<file path="src/hw/rtl/fdtp_pkg.sv">
// Shared types and constants for the devicetree structure-block parser.
// Holds token codes, event codes, the parse phase type and the event word.
// No dependencies.
package fdtp_pkg;

    localparam logic [31:0] FDT_MAGIC       = 32'hD00D_FEED;
    localparam logic [31:0] TOK_BEGIN_NODE  = 32'd1;
    localparam logic [31:0] TOK_END_NODE    = 32'd2;
    localparam logic [31:0] TOK_PROP        = 32'd3;
    localparam logic [31:0] TOK_NOP         = 32'd4;
    localparam logic [31:0] TOK_END         = 32'd9;

    localparam logic [31:0] WORD_BYTES      = 32'd4;
    localparam logic [31:0] HDR_TOTAL_POS   = 32'd4;
    localparam logic [31:0] HDR_STRUCT_POS  = 32'd8;
    localparam logic [31:0] STRUCT_MIN      = 32'd16;

    localparam int unsigned VWL_W = 30;

    typedef enum logic [1:0] {
        EV_PROP    = 2'd0,
        EV_BADHDR  = 2'd1,
        EV_END     = 2'd2,
        EV_UNKNOWN = 2'd3
    } evt_code_t;

    typedef enum logic [8:0] {
        PH_IDLE  = 9'b0_0000_0001,
        PH_HDR   = 9'b0_0000_0010,
        PH_SKIP  = 9'b0_0000_0100,
        PH_TOKEN = 9'b0_0000_1000,
        PH_NAME  = 9'b0_0001_0000,
        PH_PLEN  = 9'b0_0010_0000,
        PH_PNAME = 9'b0_0100_0000,
        PH_PVAL  = 9'b0_1000_0000,
        PH_DONE  = 9'b1_0000_0000
    } phase_t;

    typedef struct packed {
        evt_code_t   code;
        logic [31:0] name_offset;
        logic [31:0] value_offset;
        logic [31:0] value_length;
        logic [31:0] node_name_offset;
        logic [31:0] blob_size;
    } evt_t;

endpackage

</file>
<file path="src/hw/rtl/fdtp_in_reg.sv">
// Input word register of the devicetree parser.
// Depends on fdtp_pkg only for house consistency; holds one word and its first flag.
module fdtp_in_reg (
    input  logic        aclk,
    input  logic        aresetn,
    input  logic        s_valid,
    output logic        s_ready,
    input  logic [31:0] s_word,
    input  logic        s_first,
    input  logic        advance,
    output logic        in_valid,
    output logic [31:0] in_word,
    output logic        in_first
);
    import fdtp_pkg::*;

    logic        valid_reg, valid_next;
    logic [31:0] word_reg;
    logic        first_reg;

    assign s_ready = !valid_reg || advance;

    always_comb begin
        valid_next = valid_reg;
        if (s_ready) begin
            valid_next = s_valid;
        end
    end

    always_ff @(posedge aclk) begin
        if (!aresetn) begin
            valid_reg <= 1'b0;
        end else begin
            valid_reg <= valid_next;
        end
    end

    always_ff @(posedge aclk) begin
        if (s_valid && s_ready) begin
            word_reg  <= s_word;
            first_reg <= s_first;
        end
    end

    assign in_valid = valid_reg;
    assign in_word  = word_reg;
    assign in_first = first_reg;

endmodule

</file>
<file path="src/hw/rtl/fdtp_decode.sv">
// Parse state and per-word decode of the devicetree header and structure block.
// Depends on fdtp_pkg for token codes, phases and the event word.
module fdtp_decode (
    input  logic          aclk,
    input  logic          aresetn,
    input  logic [31:0]   in_word,
    input  logic          in_first,
    input  logic          fire,
    output logic          evt_valid,
    output fdtp_pkg::evt_t evt
);
    import fdtp_pkg::*;

    phase_t             phase_reg, phase_next;
    logic [31:0]        byte_pos_reg, byte_pos_next;
    logic [31:0]        total_size_reg, total_size_next;
    logic [31:0]        struct_offset_reg, struct_offset_next;
    logic [31:0]        strings_offset_reg, strings_offset_next;
    logic [31:0]        prop_length_reg, prop_length_next;
    logic [VWL_W-1:0]   vwl_reg, vwl_next;
    logic [31:0]        node_start_reg, node_start_next;

    logic [31:0]        pos_plus4;
    logic               tok_go;
    logic               has_zero;
    logic [VWL_W-1:0]   len_words;
    logic               len_part;

    assign pos_plus4 = byte_pos_reg + WORD_BYTES;
    assign has_zero  = (in_word[31:24] == 8'd0) || (in_word[23:16] == 8'd0) ||
                       (in_word[15:8] == 8'd0) || (in_word[7:0] == 8'd0);
    assign len_words = prop_length_reg[31:2];
    assign len_part  = |prop_length_reg[1:0];

    always_comb begin
        phase_next          = phase_reg;
        byte_pos_next       = byte_pos_reg;
        total_size_next     = total_size_reg;
        struct_offset_next  = struct_offset_reg;
        strings_offset_next = strings_offset_reg;
        prop_length_next    = prop_length_reg;
        vwl_next            = vwl_reg;
        node_start_next     = node_start_reg;
        evt_valid           = 1'b0;
        evt                 = '{code: EV_PROP, name_offset: 32'd0, value_offset: 32'd0,
                                value_length: 32'd0, node_name_offset: 32'd0,
                                blob_size: total_size_reg};
        tok_go              = 1'b0;

        if (in_first) begin
            byte_pos_next       = WORD_BYTES;
            total_size_next     = 32'd0;
            struct_offset_next  = 32'd0;
            strings_offset_next = 32'd0;
            prop_length_next    = 32'd0;
            vwl_next            = '0;
            node_start_next     = 32'd0;
            evt.blob_size       = 32'd0;
            if (in_word == FDT_MAGIC) begin
                phase_next = PH_HDR;
            end else begin
                phase_next = PH_DONE;
                evt_valid  = 1'b1;
                evt.code   = EV_BADHDR;
            end
        end else begin
            byte_pos_next = pos_plus4;
            unique case (phase_reg)
                PH_HDR: begin
                    if (byte_pos_reg == HDR_TOTAL_POS) begin
                        total_size_next = in_word;
                    end else if (byte_pos_reg == HDR_STRUCT_POS) begin
                        struct_offset_next = in_word;
                        if ((in_word < STRUCT_MIN) || (in_word[1:0] != 2'd0)) begin
                            phase_next = PH_DONE;
                            evt_valid  = 1'b1;
                            evt.code   = EV_BADHDR;
                        end
                    end else begin
                        strings_offset_next = in_word;
                        phase_next          = PH_SKIP;
                    end
                end
                PH_SKIP: begin
                    tok_go = (byte_pos_reg == struct_offset_reg);
                end
                PH_TOKEN: begin
                    tok_go = 1'b1;
                end
                PH_NAME: begin
                    if (has_zero) begin
                        phase_next = PH_TOKEN;
                    end
                end
                PH_PLEN: begin
                    prop_length_next = in_word;
                    phase_next       = PH_PNAME;
                end
                PH_PNAME: begin
                    evt_valid            = 1'b1;
                    evt.code             = EV_PROP;
                    evt.name_offset      = strings_offset_reg + in_word;
                    evt.value_offset     = pos_plus4;
                    evt.value_length     = prop_length_reg;
                    evt.node_name_offset = node_start_reg;
                    if (prop_length_reg == 32'd0) begin
                        vwl_next   = '0;
                        phase_next = PH_TOKEN;
                    end else begin
                        vwl_next   = len_part ? len_words : len_words - 1'b1;
                        phase_next = PH_PVAL;
                    end
                end
                PH_PVAL: begin
                    if (vwl_reg == '0) begin
                        phase_next = PH_TOKEN;
                    end else begin
                        vwl_next = vwl_reg - 1'b1;
                    end
                end
                default: begin
                end
            endcase

            if (tok_go) begin
                unique case (in_word)
                    TOK_BEGIN_NODE: begin
                        node_start_next = pos_plus4;
                        phase_next      = PH_NAME;
                    end
                    TOK_PROP: begin
                        phase_next = PH_PLEN;
                    end
                    TOK_END_NODE, TOK_NOP: begin
                        phase_next = PH_TOKEN;
                    end
                    TOK_END: begin
                        phase_next = PH_DONE;
                        evt_valid  = 1'b1;
                        evt.code   = EV_END;
                    end
                    default: begin
                        phase_next = PH_TOKEN;
                        evt_valid  = 1'b1;
                        evt.code   = EV_UNKNOWN;
                    end
                endcase
            end
        end
    end

    always_ff @(posedge aclk) begin
        if (!aresetn) begin
            phase_reg          <= PH_IDLE;
            byte_pos_reg       <= 32'd0;
            total_size_reg     <= 32'd0;
            struct_offset_reg  <= 32'd0;
            strings_offset_reg <= 32'd0;
            prop_length_reg    <= 32'd0;
            vwl_reg            <= '0;
            node_start_reg     <= 32'd0;
        end else if (fire) begin
            phase_reg          <= phase_next;
            byte_pos_reg       <= byte_pos_next;
            total_size_reg     <= total_size_next;
            struct_offset_reg  <= struct_offset_next;
            strings_offset_reg <= strings_offset_next;
            prop_length_reg    <= prop_length_next;
            vwl_reg            <= vwl_next;
            node_start_reg     <= node_start_next;
        end
    end

endmodule

</file>
<file path="src/hw/rtl/fdtp_out_reg.sv">
// Result register of the devicetree parser.
// Depends on fdtp_pkg for the event word; holds one event until taken.
module fdtp_out_reg (
    input  logic           aclk,
    input  logic           aresetn,
    input  logic           load,
    input  fdtp_pkg::evt_t evt,
    output logic           free,
    output logic           m_valid,
    input  logic           m_ready,
    output fdtp_pkg::evt_t evt_out
);
    import fdtp_pkg::*;

    logic valid_reg, valid_next;
    evt_t evt_reg;

    assign free = !valid_reg || m_ready;

    always_comb begin
        valid_next = valid_reg;
        if (load) begin
            valid_next = 1'b1;
        end else if (m_ready) begin
            valid_next = 1'b0;
        end
    end

    always_ff @(posedge aclk) begin
        if (!aresetn) begin
            valid_reg <= 1'b0;
        end else begin
            valid_reg <= valid_next;
        end
    end

    always_ff @(posedge aclk) begin
        if (load) begin
            evt_reg <= evt;
        end
    end

    assign m_valid = valid_reg;
    assign evt_out = evt_reg;

endmodule

</file>
<file path="src/hw/rtl/fdt_structure_token_parser.sv">
// Devicetree blob parser: header check, skip to structure block, token decode.
// One word per cycle sustained while the result register can take each event.
// Throughput is set by the single decode stage between input and result registers.
// Reset: aresetn synchronous, active low; clears handshakes and parse state to idle.
// Depends on fdtp_pkg, fdtp_in_reg, fdtp_decode, fdtp_out_reg.
module fdt_structure_token_parser (
    input  logic        aclk,
    input  logic        aresetn,
    input  logic        s_valid,
    output logic        s_ready,
    input  logic [31:0] s_word,
    input  logic        s_first,
    output logic        m_valid,
    input  logic        m_ready,
    output logic [1:0]  m_event_res,
    output logic [31:0] m_name_offset,
    output logic [31:0] m_value_offset,
    output logic [31:0] m_value_length,
    output logic [31:0] m_node_name_offset,
    output logic [31:0] m_blob_size
);
    import fdtp_pkg::*;

    logic        in_valid;
    logic [31:0] in_word;
    logic        in_first;
    logic        advance;
    logic        evt_valid;
    logic        out_free;
    logic        load;
    evt_t        evt;
    evt_t        evt_out;

    assign advance = in_valid && (!evt_valid || out_free);
    assign load    = advance && evt_valid;

    fdtp_in_reg u_in (
        .aclk     (aclk),
        .aresetn  (aresetn),
        .s_valid  (s_valid),
        .s_ready  (s_ready),
        .s_word   (s_word),
        .s_first  (s_first),
        .advance  (advance),
        .in_valid (in_valid),
        .in_word  (in_word),
        .in_first (in_first)
    );

    fdtp_decode u_dec (
        .aclk      (aclk),
        .aresetn   (aresetn),
        .in_word   (in_word),
        .in_first  (in_first),
        .fire      (advance),
        .evt_valid (evt_valid),
        .evt       (evt)
    );

    fdtp_out_reg u_out (
        .aclk    (aclk),
        .aresetn (aresetn),
        .load    (load),
        .evt     (evt),
        .free    (out_free),
        .m_valid (m_valid),
        .m_ready (m_ready),
        .evt_out (evt_out)
    );

    assign m_event_res        = evt_out.code;
    assign m_name_offset      = evt_out.name_offset;
    assign m_value_offset     = evt_out.value_offset;
    assign m_value_length     = evt_out.value_length;
    assign m_node_name_offset = evt_out.node_name_offset;
    assign m_blob_size        = evt_out.blob_size;

    a_no_overwrite: assert property (@(posedge aclk) disable iff (!aresetn)
        load |-> (!m_valid || m_ready))
        else $error("result register loaded while holding an untaken event");

    a_bad_magic: assert property (@(posedge aclk) disable iff (!aresetn)
        (advance && in_first && (in_word != FDT_MAGIC))
            |=> (m_valid && (m_event_res == EV_BADHDR) && (m_blob_size == 32'd0)))
        else $error("bad magic did not yield a bad header event");

    a_reset_idle: assert property (@(posedge aclk)
        !aresetn |=> (!m_valid && s_ready))
        else $error("handshakes not idle after reset");

endmodule

</file>
<file path="config.mk">
export PLATFORM = sky130hd
export DESIGN_NAME = fdt_structure_token_parser
export DESIGN_NICKNAME = d
export VERILOG_FILES = /design/src/hw/rtl/fdtp_pkg.sv /design/src/hw/rtl/fdtp_in_reg.sv /design/src/hw/rtl/fdtp_decode.sv /design/src/hw/rtl/fdtp_out_reg.sv /design/src/hw/rtl/fdt_structure_token_parser.sv
export SDC_FILE = /design/constraint.sdc
export NUM_CORES = 1
export LEC_CHECK = 0
export BUFFER_PORTS_ARGS = -buffer_cell sky130_fd_sc_hd__buf_2
export CORE_ASPECT_RATIO = 2
export CORE_MARGIN = 2
export CORE_UTILIZATION = 25
export DETAILED_ROUTE_END_ITERATION = 10
export PLACE_DENSITY = 0.48
export REMOVE_ABC_BUFFERS = 1
export SETUP_SLACK_MARGIN = 0.4
export SLEW_MARGIN = 5
export SYNTH_ARGS = -nofsm -noshare
export SYNTH_HDL_FRONTEND = slang
export SYNTH_SLANG_ARGS = --single-unit
export TNS_END_PERCENT = 1
</file>
<file path="constraint.sdc">
create_clock -name aclk -period 10.3 [get_ports aclk]
set_input_delay 0.515 -clock aclk [delete_from_list [all_inputs] [get_ports aclk]]
set_output_delay 0.515 -clock aclk [all_outputs]
set_load 0.02 [all_outputs]
</file>
After elaboration in Yosys (flattened, before gate mapping)
Cells that the tools add are included.

Input bits: 37. Flip-flop bits (word level): 428. Output and inout bits: 164. Logic and storage cells: 139.

Order comparisons: 1. Muxes and demuxes: 53. Eq/ne operators: 23. $add $sub $neg: 4. Bitwise operators: 1. Reduce and logical (&&, ||, !) cells: 39.

Operators with widths (number): 32-bit 2-to-1 mux (17); 30-bit 2-to-1 mux (4); 9-bit 2-to-1 mux (8); 32-bit by 2-bit equality test with 1-bit output, second input constant (2); 32-bit by 3-bit equality test with 1-bit output, second input constant (2); 32-bit by 4-bit equality test with 1-bit output, second input constant (2); 30-bit case mux with 2 select lines (1); 30-bit by 1-bit subtractor with 30-bit output, second input constant (2); 9-bit case mux with 5 select lines (1); 32-bit by 3-bit adder with 32-bit output, second input constant (1); 32-bit adder (1); 32-bit by 1-bit equality test with 1-bit output, second input constant (1); 32-bit equality test (1); 32-bit equality test, second input constant (1); 32-bit logical NOT (1); 8-bit logical NOT (4); 32-bit by 5-bit less-than comparator with 1-bit output, second input constant (1); 30-bit logical NOT (1); 9-bit case mux with 3 select lines (1); 2-bit nonzero test (8); 1-bit 2-to-1 mux (12); 2-bit 2-to-1 mux (5); 9-bit by 2-bit equality test with 1-bit output, second input constant (1); 9-bit by 3-bit equality test with 1-bit output, second input constant (1); other kinds (25) (42).

Longest topological paths before layout
Depth in word-level cells: 14. Depth in mapped cells: 13.

Cells and area by module
A second synthesis with hierarchy kept.

Cell total of the unflattened synthesis: 1914. Area total of the unflattened synthesis: 19467.4 sq um.

Modules (own cells, without submodules): fdtp_decode (area each 13486.7 sq um, seq. area each 4564.4 sq um, instances 1, cells each 1707); fdtp_out_reg (area each 4913.5 sq um, seq. area each 4884.7 sq um, instances 1, cells each 166); fdtp_in_reg (area each 1048.5 sq um, seq. area each 1011.0 sq um, instances 1, cells each 38); fdt_structure_token_parser (area each 18.8 sq um, seq. area each 0.0 sq um, instances 1, cells each 3).

Worst setup path before layout
Ideal clock, no wire load.

Kind: flip-flop to flip-flop. Start point: reg u_in.word_reg[23], in the netlist u_in.in_word[23]. End point: reg u_out.evt_reg, in the netlist u_out.evt_out[0], enable pin. Setup time: 0.698 ns. Data required time: 9.602 ns. Slack: 0.682 ns. Cell stages (with the launch flop): 9. Period minus slack after synthesis: 9.618 ns. Data arrival time: 8.920 ns. Path buffers: 0. Cells stage by stage: edfxtp_1 > or4_4 > nor4_4 > nand4_2 > a211oi_2 > nor2_1 > a21bo_2 > nand3_1 > nor2b_1.

Cells in the longest elaborated chain, start to end: 13.

Ends and longest elaborated chain: from (decl) (RTL line fdtp_in_reg.sv:18) `logic [31:0] word_reg;`; from (signal assigned) (RTL line fdtp_in_reg.sv:40) `word_reg <= s_word;`; 32-bit by 5-bit less-than comparator with 1-bit output (RTL line fdtp_decode.sv:74) `if ((in_word < STRUCT_MIN) || (in_word[1:0] != 2'd0)) begin`; 1-bit logical OR (RTL line fdtp_decode.sv:74); 1-bit 2-to-1 mux (RTL line fdtp_decode.sv:74); 1-bit 2-to-1 mux (RTL line fdtp_decode.sv:72) `end else if (byte_pos_reg == HDR_STRUCT_POS) begin`; 1-bit 2-to-1 mux (RTL line fdtp_decode.sv:70) `if (byte_pos_reg == HDR_TOTAL_POS) begin`; 1-bit case mux with 2 select lines (RTL line fdtp_decode.sv:68) `unique case (phase_reg)`; 1-bit 2-to-1 mux (RTL line fdtp_decode.sv:126) `unique case (in_word)`; 1-bit 2-to-1 mux (RTL line fdtp_decode.sv:125) `if (tok_go) begin`; 1-bit 2-to-1 mux * (RTL line fdtp_decode.sv:50) `if (in_first) begin`; 1-bit logical NOT (RTL line fdt_structure_token_parser.sv:34) `assign advance = in_valid && (!evt_valid || out_free);`; 1-bit logical OR (RTL line fdt_structure_token_parser.sv:34); 1-bit logical AND (RTL line fdt_structure_token_parser.sv:34); 1-bit logical AND * (RTL line fdt_structure_token_parser.sv:35) `assign load = advance && evt_valid;`; named net load (RTL line fdt_structure_token_parser.sv:30) `logic load;`; to (signal assigned) (RTL line fdtp_out_reg.sv:39) `evt_reg <= evt;`; to (decl) (RTL line fdtp_out_reg.sv:16) `evt_t evt_reg;`.

Mark *: on every way through the listed nets, which the timed path passes. The rest lies on a longest branch. A chain may end at the register's enable or synchronous reset.

Final worst setup path
Start point: reg u_dec.phase_reg[0]. End point: reg u_out.evt_reg, in the netlist u_out.evt_out[59], enable pin.

Cells in the longest elaborated chain, start to end: 9.

Ends and longest elaborated chain: from (decl) (RTL line fdtp_decode.sv:14) `phase_t phase_reg, phase_next;`; from (signal assigned) (RTL line fdtp_decode.sv:163) `phase_reg <= phase_next;`; 9-bit by 7-bit equality test with 1-bit output, or another cell as far along (RTL line fdtp_decode.sv:68); 1-bit case mux with 2 select lines (RTL line fdtp_decode.sv:68); 1-bit 2-to-1 mux (on tied branches) (RTL line fdtp_decode.sv:126, fdtp_decode.sv:50); 1-bit 2-to-1 mux * (RTL line fdtp_decode.sv:125); 1-bit 2-to-1 mux * (RTL line fdtp_decode.sv:50); 1-bit logical NOT (RTL line fdt_structure_token_parser.sv:34); 1-bit logical OR (RTL line fdt_structure_token_parser.sv:34); 1-bit logical AND (RTL line fdt_structure_token_parser.sv:34); 1-bit logical AND * (RTL line fdt_structure_token_parser.sv:35); named net load (RTL line fdt_structure_token_parser.sv:30).

Mark *: on every way through the listed nets, which the timed path passes. The rest lies on a longest branch. The select of a mux whose other input is x is not followed.

==> impl_metrics.tcl <==
set metrics [dict create \
    drv_cap 0 \
    relSlewSlack_pct 18.7 \
    post_drt_wl_per_cell_um 20.3 \
    synth_area_leader_cell "edfxtp_1" \
    dr.pass1.iters 5 \
    die_w_um 201 \
    yosysTopAreaCellShare_pct 29.9 \
    post-place-ws_ns 5.57 \
    rsz0062_at_grt "no" \
    syn-mean-instance-area_um2 9.93 \
    irDropWorstVdd_mv 0.0977 \
    total_power_w 0.00368 \
    hpwl_mm 46.5 \
    largest_reg_flops 159 \
    end_kind "register" \
    crit_fanout 56 \
    worst_pin_slew_ns 1.21 \
    drtAntennaViolNets 0 \
    finalHoldViolCount 0 \
    status "completed" \
    ys_seq_area_share_pct 53.7 \
    drt-total-wl_mm 63.5 \
    min_path_type "in2reg" \
    fp.dieH_um 397 \
    tns_ns 0 \
    grt_max_degree 96 \
    cts_tree "built" \
    cts-buffers-inserted 41 \
    synth_commonest_cells "235 x nand3_1, 230 x dfxtp_1, 192 x edfxtp_1" \
    final_max_slew_viol_count 0 \
    critPathArrivalTime_ns 4.97 \
    clock_path_buffers 3 \
    period_share_pct 46.2 \
    yosys-top-cells-area "edfxtp_1 30%, dfxtp_1 24%, nand3_1 6.1%, xnor2_1 3.7%, o21ai_1 3.6%" \
    synth-edff-count 192 \
    areaGrowthSynthToFinish_pct 16.9 \
    postSynthCellCount 1945 \
    clkLatencyLatePin_ns 0.59 \
    ys_warn_count 0 \
    synth_seq_cells 422 \
    clk_pin_slew_worst_paths_ns 0.07 \
    async_flop_share_pct 0 \
    timing.final.ws_setup_ns 5.54 \
    pwr_density_cell_mw_per_mm2 163 \
    dpl_cell_area_mm2 0.0212 \
    startpoint_type "register" \
    cts_setup_buffers 0 \
    drt_first_iter_violations 994 \
    core_area_mm2 0.0768 \
    start_util_pct 25.2 \
    fin_nets 2143 \
    cts-root-buf "clkbuf_16" \
    antenna_found_initial 3 \
    grt_first_pass_wirelength_mm 96.2 \
    synth_cell_types 75 \
    final_layout_size_suffix_gt1_share_pct 15.0 \
    leakage_nw 8.48 \
    grt.total_usage_pct 15.6 \
    grt_pass1_vias 15300 \
    cts_max_level 2 \
    skew_ns 0.0369 \
    overflow 0 \
    die_area_mm2 0.0796 \
    place.gp.congestion 0.886 \
    cts_resized 0 \
    via_per_inst 4.85 \
    period_needed_ns 4.76 \
    setup_viol 0 \
    cp.required_ns 10.51 \
    io_buffer_count 198 \
    final_area_mm2 0.0226 \
    fp-row-count 144 \
    netlist_area_mm2 0.0193 \
    critical_path_class "reg2reg" \
    synthFlopType "dfxtp_1" \
    whs_ns 0.0971 \
    cts.sinks 422 \
    hold_buffers 0 \
    vias 15100 \
    drc 0 \
    fmax_mhz 210 \
    ios 201 \
    yosysMostFrequentCell "nand3_1" \
]
[layer usage]
layer | track usage [%] | part of all wire (%) | up-vias | wire length, µm
met4 | 7.58 | 5.0 | 0 | 3150
met2 | 29.1 | 52 | 440 | 32700
li1 | - | - | 7354 | -
met5 | 0 | 0 | - | 0
met3 | 2.02 | 4.2 | 127 | 2680
met1 | 17.5 | 39 | 7219 | 25000
[report_power, final]
part,total (W),leakage [nW],internal [W],switching [W]
clock,0.00153,0.664,0.000836,0.000695
combinational,0.000335,4.02,0.000108,0.000227
sequential,0.00181,3.80,0.00178,0.0000325
total,0.00368,8.48,0.00272,0.000955
[worst max-delay path, cell delays in order, from the launching register on]
cell and delay [ns]:
dfxtp_1 0.34, nor4_1 0.49, nor2b_1 0.42, nand3_1 0.83, nand2_1 0.41, nor2_1 0.09, a21bo_2 0.19, nand3_1 0.18
nor2b_4 0.17, buf_4 0.50, buf_4 0.68
[cells in the final DEF, fill, tap and decap left out, types with 10 or more instances in the layout]
cell / netlist / layout
buf_4: 4 / 24
edfxtp_1: 192 / 192
dfxtp_1: 230 / 230
a21o_1: 15 / 15
nor2b_1: 69 / 67
o21ai_1: 140 / 140
nand4_1: 23 / 23
and3_1: 82 / 81
buf_2: 19 / 197
nor3_1: 68 / 68
nand2_1: 76 / 76
nand3_1: 235 / 235
mux2i_1: 22 / 22
a22o_1: 13 / 13
a31oi_1: 12 / 12
ha_1: 37 / 37
o211ai_1: 10 / 10
xnor2_1: 81 / 81
a21oi_1: 68 / 68
o21ai_0: 51 / 51
xor2_1: 37 / 37
nor4_1: 28 / 28
inv_1: 28 / 27
clkbuf_16: 0 / 44
nor2_1: 130 / 130
[logic make-up (layout without fill, tap and decap cells)]
logic type,count (synthesis),after routing,share of synthesized area [%]
other,1,3,0.0194
multiplexers,22,22,1.14
XOR/XNOR,118,118,5.35
AND/OR/NAND/NOR,785,785,21.6
adder cells (fa/ha/maj),38,38,2.50
buffers and inverters,171,326,3.60
flip-flops,422,422,53.7
AO/OA/AOI/OAI,388,388,12.1
[path summary, 6_finish.rpt]
| check | slack [ns] | from | end | depth (start not counted) |
|---|---|---|---|---|
| setup / recovery | 5.54 | u_dec.phase_reg[0]$_SDFFE_PN1P_ | u_out.evt_out[59]$_SDFFCE_PP0P_ | 10 |
| hold / removal | 0.1 | s_word[16] | u_in.in_word[16]$_DFFE_PP_ | 1 |
| setup reg to reg | 5.54 | u_dec.phase_reg[0]$_SDFFE_PN1P_ | u_out.evt_out[59]$_SDFFCE_PP0P_ | 10 |
| hold reg to reg | 0.45 | u_dec.node_start_reg[8]$_SDFFE_PN0P_ | u_dec.node_start_reg[8]$_SDFFE_PN0P_ | 2 |
[cell type report]
type | instances | area (µm²)
Multi-Input combinational cell | 1353 | 8300
Antenna cell | 1 | 2.50
Clock inverter | 23 | 175
Inverter | 28 | 105
Tap cell | 1022 | 1280
Sequential cell | 422 | 10400
Clock buffer | 53 | 1170
Timing Repair Buffer | 222 | 1180
Fill cell | 8161 | 54200
[per-stage QoR]
| step | util (%) | instances |
|---|---|---|
| 2_1_floorplan | - | 1803 |
| 3_3_place_gp | 27.7 | 3047 |
| 3_5_place_dp | 27.7 | 3047 |
| 4_1_cts | 29.4 | 3123 |
| 5_1_grt | 29.4 | 3123 |
| 6_report | 29.4 | 3124 |
Note: power is estimated with default switching activity, not from simulation.
